**src/rtl/core/fcs_pkg.sv**
```systemverilog
`default_nettype none

package fcs_pkg;

    localparam int MAX_LEN     = 1024;
    localparam int SAMPLE_BITS = 16;
    localparam int FRAC_BITS   = 16;
    localparam int ADDR_BITS   = $clog2(MAX_LEN);
    localparam int LEN_BITS    = ADDR_BITS + 1;
    localparam int SHIFT_BITS  = 11;
    localparam int VALUE_BITS  = 32;
    localparam int POS_BITS    = 10;
    localparam int STEP_BITS   = $clog2(SHIFT_BITS);
    localparam int PROD_BITS   = SAMPLE_BITS + FRAC_BITS + 2;

    localparam int CFG_INDEX_BITS = 1;
    localparam int CFG_DATA_BITS  = 16;

    localparam logic [CFG_INDEX_BITS-1:0] CFG_SHIFT_WHOLE = 1'b0;
    localparam logic [CFG_INDEX_BITS-1:0] CFG_SHIFT_FRAC  = 1'b1;

    localparam logic REQ_LOAD   = 1'b0;
    localparam logic REQ_OUTPUT = 1'b1;

    typedef struct packed {
        logic                   req_type;
        logic [SAMPLE_BITS-1:0] sample;
        logic                   last_sample;
    } req_t;

    typedef struct packed {
        logic [VALUE_BITS-1:0] value;
        logic [POS_BITS-1:0]   position;
        logic                  last_output;
    } result_t;

    typedef enum logic [2:0] {
        ST_IDLE,
        ST_DIV,
        ST_FIX,
        ST_IDX,
        ST_RD0,
        ST_RD1,
        ST_MUL,
        ST_SUM
    } state_t;

    typedef struct packed {
        logic load;
        logic open_out;
        logic div_step;
        logic fix;
        logic idx;
        logic rd0;
        logic rd1;
        logic mul;
        logic emit;
    } dp_cmd_t;

    typedef struct packed {
        logic has_curve;
    } dp_status_t;

endpackage

`default_nettype wire

```
**src/rtl/core/fcs_ctrl.sv**
```systemverilog
`default_nettype none

module fcs_ctrl (
    input  wire logic               clk,
    input  wire logic               rst_n,
    input  wire logic               start,
    input  wire logic               req_type,
    input  wire fcs_pkg::dp_status_t status,
    output logic                    busy,
    output fcs_pkg::dp_cmd_t        cmd
);

    import fcs_pkg::*;

    state_t                 state_reg;
    state_t                 state_next;
    logic [STEP_BITS-1:0]   cnt_reg;
    logic [STEP_BITS-1:0]   cnt_next;

    always_ff @(posedge clk or negedge rst_n)
    begin
        if (!rst_n)
        begin
            state_reg <= ST_IDLE;
            cnt_reg   <= '0;
        end
        else
        begin
            state_reg <= state_next;
            cnt_reg   <= cnt_next;
        end
    end

    always_comb
    begin
        state_next = state_reg;
        cnt_next   = cnt_reg;
        cmd        = '0;
        unique case (state_reg)
            ST_IDLE:
            begin
                if (start)
                begin
                    if (req_type == REQ_LOAD)
                    begin
                        cmd.load = 1'b1;
                    end
                    else if (status.has_curve)
                    begin
                        cmd.open_out = 1'b1;
                        cnt_next     = STEP_BITS'(SHIFT_BITS - 1);
                        state_next   = ST_DIV;
                    end
                end
            end
            ST_DIV:
            begin
                cmd.div_step = 1'b1;
                if (cnt_reg == '0)
                begin
                    state_next = ST_FIX;
                end
                else
                begin
                    cnt_next = cnt_reg - STEP_BITS'(1);
                end
            end
            ST_FIX:
            begin
                cmd.fix    = 1'b1;
                state_next = ST_IDX;
            end
            ST_IDX:
            begin
                cmd.idx    = 1'b1;
                state_next = ST_RD0;
            end
            ST_RD0:
            begin
                cmd.rd0    = 1'b1;
                state_next = ST_RD1;
            end
            ST_RD1:
            begin
                cmd.rd1    = 1'b1;
                state_next = ST_MUL;
            end
            ST_MUL:
            begin
                cmd.mul    = 1'b1;
                state_next = ST_SUM;
            end
            ST_SUM:
            begin
                cmd.emit   = 1'b1;
                state_next = ST_IDLE;
            end
            default:
            begin
                state_next = ST_IDLE;
            end
        endcase
    end

    assign busy = (state_reg != ST_IDLE);

endmodule

`default_nettype wire

```
**config.mk**
```make
export PLATFORM = sky130hd
export DESIGN_NAME = fcs_ctrl
export DESIGN_NICKNAME = d
export VERILOG_FILES = /design/src/rtl/core/fcs_pkg.sv /design/src/rtl/core/fcs_ctrl.sv
export SDC_FILE = /design/constraint.sdc
export NUM_CORES = 1
export LEC_CHECK = 0
export BUFFER_PORTS_ARGS = -buffer_cell sky130_fd_sc_hd__buf_4
export CORE_AREA = 2 2 39 41
export CTS_BUF_LIST = sky130_fd_sc_hd__clkbuf_8
export CTS_CLUSTER_SIZE = 14
export DETAILED_ROUTE_END_ITERATION = 12
export DIE_AREA = 0 0 41 43
export MAX_ROUTING_LAYER = met4
export SLEW_MARGIN = 20
export SYNTH_ARGS = -nofsm -noshare
export SYNTH_HDL_FRONTEND = slang
export SYNTH_SLANG_ARGS = --single-unit
```
**constraint.sdc**
```tcl
create_clock -name clk -period 1.8 [get_ports clk]
set_clock_uncertainty 0.15 [all_clocks]
set_input_delay 0.18 -clock clk [delete_from_list [all_inputs] [get_ports clk]]
set_output_delay 0.18 -clock clk [all_outputs]
set_load 0.01 [all_outputs]
```
==> flow_results.xml <==
<?xml version="1.0" encoding="UTF-8"?>
<metrics>
  <group name="status">
    <metric name="run_status" unit="">finished clean</metric>
  </group>
  <group name="route">
    <metric name="drc" unit="">0</metric>
    <metric name="violation_count_after_the_first_detailed_routing_iteration" unit="">4</metric>
    <metric name="vias" unit="">372</metric>
    <metric name="totalWireLength" unit="um">885</metric>
    <metric name="route.detailed.wl_per_inst" unit="um">11.2</metric>
    <metric name="detailed_routing_iterations_pass_1" unit="">3</metric>
    <metric name="antenna_left" unit="">0</metric>
    <metric name="drt-vias-per-instance" unit="">4.71</metric>
  </group>
  <group name="timing">
    <metric name="fin_crit" unit="ns">1.74</metric>
    <metric name="setup-tns-final" unit="ns">0</metric>
    <metric name="clock.fmax" unit="GHz">0.576</metric>
    <metric name="setup_viol" unit="">0</metric>
    <metric name="maxSlewViolCount" unit="">0</metric>
    <metric name="rel_slew_slack" unit="">0.777</metric>
    <metric name="final.period_utilization" unit="">0.964</metric>
    <metric name="worstMarginPinSlew" unit="ns">0.333</metric>
    <metric name="final_hold_viol_count" unit="">0</metric>
    <metric name="rsz0062_at_grt" unit="">no</metric>
  </group>
  <group name="critical_path">
    <metric name="worst_setup_path_startpoint" unit="">state_reg[1]$_DFFE_PN0P_</metric>
    <metric name="critPathKind" unit="">reg2out</metric>
    <metric name="timing.critical_path.max_delay_family" unit="">simple AND/OR/NAND/NOR gates</metric>
    <metric name="timing.critical_path.buf_inv" unit="">1</metric>
    <metric name="cp_max_fo" unit="">6</metric>
    <metric name="path_cells" unit="">or3_4, nor3b_2, buf_4</metric>
    <metric name="startpoint_of_the_lowest_slack_register_to_register_path" unit="">state_reg[2]$_DFFE_PN0P_</metric>
    <metric name="arrival_time_reported_for_the_critical_path_endpoint" unit="ns">1.41</metric>
    <metric name="worstSetupStartpointType" unit="">register</metric>
    <metric name="worst-endpoint-required" unit="ns">1.47</metric>
    <metric name="timing.reg2reg.setup_slack" unit="ns">0.27</metric>
    <metric name="cp_slowest_stage_delay" unit="ns">0.44</metric>
    <metric name="timing.critical_path.to" unit="">cmd[8]</metric>
    <metric name="timing.critical_path.depth" unit="">3</metric>
    <metric name="regToRegEndpoint" unit="">state_reg[0]$_DFFE_PN0P_</metric>
    <metric name="timing.critical_path.to_type" unit="">primary output</metric>
    <metric name="worst_path_max_delay_cell" unit="">sky130_fd_sc_hd__or3_4</metric>
    <metric name="worst-r2r-cell-count" unit="">3</metric>
  </group>
  <group name="logic_synthesis">
    <metric name="syn-num-nets" unit="">52</metric>
    <metric name="top_ff_cell_synth" unit="">sky130_fd_sc_hd__dfrtp_1</metric>
    <metric name="synth_top_area_share" unit="">0.407</metric>
    <metric name="synth_area_leaders" unit="">sky130_fd_sc_hd__dfrtp_1, sky130_fd_sc_hd__nor2_1, sky130_fd_sc_hd__ha_1</metric>
    <metric name="yosysTopAreaCell" unit="">sky130_fd_sc_hd__dfrtp_1</metric>
    <metric name="number_of_flops_mapped_to_enable_cells_by_yosys" unit="">0</metric>
    <metric name="synth_sequential_area_ratio" unit="">0.407</metric>
    <metric name="ys_async_sr_fraction" unit="">1.00</metric>
    <metric name="avgSynthCellArea" unit="sq um">9.56</metric>
    <metric name="ys_top_cells_by_count" unit="">sky130_fd_sc_hd__dfrtp_1, sky130_fd_sc_hd__nor2_1, sky130_fd_sc_hd__inv_1</metric>
    <metric name="netlist_instances" unit="">45</metric>
    <metric name="synth.lib_cells_used.distinct" unit="">22</metric>
    <metric name="synth.yosys.warnings" unit="">0</metric>
    <metric name="ys_ff_latch" unit="">7</metric>
    <metric name="netlist_area" unit="sq um">430</metric>
  </group>
  <group name="worst_hold_path">
    <metric name="hold_removal_path_class" unit="">in2async</metric>
  </group>
  <group name="floorplanning">
    <metric name="io_pins" unit="">15</metric>
    <metric name="die_h" unit="um">43</metric>
    <metric name="rows" unit="">14</metric>
    <metric name="initial_core_util" unit="">0.311</metric>
    <metric name="die_area" unit="sq um">1760</metric>
    <metric name="core_outline_area" unit="sq um">1380</metric>
    <metric name="die-width" unit="um">41</metric>
  </group>
  <group name="power">
    <metric name="peakVddDrop" unit="mV">0.835</metric>
    <metric name="power.static_leakage" unit="nW">0.297</metric>
    <metric name="design_power_total" unit="W">0.00110</metric>
    <metric name="powerDensity" unit="nW/um^2">1760</metric>
  </group>
  <group name="global_routing">
    <metric name="gr-usage-met2" unit="">0.188</metric>
    <metric name="track_usage" unit="">0.143</metric>
    <metric name="grt_use_met1" unit="">0.178</metric>
    <metric name="aggregate_global_routing_overflow" unit="">0</metric>
    <metric name="via_count_of_the_first_global_routing_pass" unit="">389</metric>
    <metric name="largest_net_degree_at_the_start_of_global_routing" unit="">8</metric>
    <metric name="groute.layer.met3.usage" unit="">0.0471</metric>
    <metric name="grt_pass1_wl" unit="mm">1.61</metric>
    <metric name="grt_antenna_before_repair" unit="">0</metric>
    <metric name="global_route.peak_usage_layer" unit="">met2</metric>
  </group>
  <group name="clocking">
    <metric name="cts.htree.levels" unit="">1</metric>
    <metric name="cts_sinks" unit="">7</metric>
    <metric name="cts_tree" unit="">done</metric>
    <metric name="worst_skew_pair.late_latency" unit="ns">0.23</metric>
    <metric name="cts_buffers" unit="">3</metric>
    <metric name="cts.reportedPaths.clkPinSlew" unit="ns">0.04</metric>
    <metric name="cts.root.buffer_cell" unit="">sky130_fd_sc_hd__clkbuf_8</metric>
    <metric name="setup_buffers_after_cts" unit="">0</metric>
    <metric name="cts_buffer_depth" unit="">2</metric>
  </group>
  <group name="layout">
    <metric name="finish.instance_area" unit="sq um">622</metric>
    <metric name="diodes_inserted" unit="">0</metric>
    <metric name="largest_register_ffs" unit="">4</metric>
    <metric name="final_nets" unit="">71</metric>
    <metric name="utilization" unit="">0.449</metric>
    <metric name="fraction_of_final_layout_cells_sized_beyond_drive_strength_1" unit="">0.397</metric>
    <metric name="syn2layout_area_growth" unit="%">44.5</metric>
  </group>
  <group name="flow_run">
    <metric name="drv_cap" unit="">0</metric>
  </group>
  <group name="placed_design">
    <metric name="post_dp_cell_area" unit="sq um">551</metric>
    <metric name="dpl.hpwl" unit="um">659</metric>
    <metric name="portBuffers" unit="">14</metric>
    <metric name="routabilityCongestion" unit="">0.696</metric>
  </group>
</metrics>
[worst min path at each step]
stage	endpoint	slack, ns
after global placement	cnt_reg[3]$_DFFE_PN0P_	-0.15
after global routing	cnt_reg[0]$_DFFE_PN0P_	0.15
after floorplan	cnt_reg[0]$_DFFE_PN0P_	-0.27
after detailed placement	state_reg[2]$_DFFE_PN0P_	-0.15
after CTS	state_reg[2]$_DFFE_PN0P_	0.15
final	cnt_reg[0]$_DFFE_PN0P_	0.15
[cell usage in the layout (no fill, tap or decap), types with 2 or more instances in the layout]
cell type and instances:
sky130_fd_sc_hd__buf_4 14, sky130_fd_sc_hd__nor2_1 7, sky130_fd_sc_hd__inv_1 6, sky130_fd_sc_hd__dfrtp_1 6, sky130_fd_sc_hd__clkbuf_8 3, sky130_fd_sc_hd__nand2_1 2, sky130_fd_sc_hd__nor3_1 2, sky130_fd_sc_hd__nor3b_2 2
sky130_fd_sc_hd__xnor2_1 2, sky130_fd_sc_hd__a2bb2oi_1 2, sky130_fd_sc_hd__ha_1 2
[final cells by class]
type,count,area (sq um)
Multi-Input combinational cell,32,246
Sequential cell,7,176
Tap cell,16,20.0
Clock inverter,1,3.75
Inverter,5,18.8
Timing Repair Buffer,15,115
Clock buffer,3,41.3
Fill cell,150,762
[through the flow]
step	worst slack [ns]	cells	hold slack, ns
after floorplan	0.219	45	-0.266
after global placement	0.178	74	-0.147
after detailed placement	0.111	74	-0.148
after CTS	0.0204	79	0.155
after global routing	0.00769	79	0.154
final	0.0649	79	0.149
[metal layers]
| metal | vias to the layer above | wire length (um) |
|---|---|---|
| met5 | - | 0 |
| met4 | 0 | 30 |
| met3 | 4 | 34 |
| met2 | 9 | 423 |
| met1 | 173 | 396 |
| li1 | 186 | - |
[where the power goes]
group,leakage [nW],switching [W],internal [W]
Combinational,0.190,0.000260,0.000288
Sequential,0.0796,0.0000900,0.000237
Clock,0.0269,0.0000736,0.000148
Total,0.297,0.000423,0.000674
[what timing repair did]
item | 4_1_cts | 5_1_grt
endpoints found under the hold margin | 7 | 0
endpoints found under the setup margin | 1 | 7
gates cloned | 0 | 0
resized for setup | 1 | 3
hold buffers | 1 | 0
[cells by family after synthesis]
logic type / after synthesis / share of synthesized area
muxes: 1 / 0.0233
xor gates and xnor gates: 2 / 0.0407
DFF: 7 / 0.407
AOI/OAI and AO/OA: 6 / 0.145
buffers and inverters: 6 / 0.0552
adders and majority gates: 2 / 0.0581
and+or+nand+nor: 21 / 0.270
No activity file was read; power rests on OpenSTA's default activity.
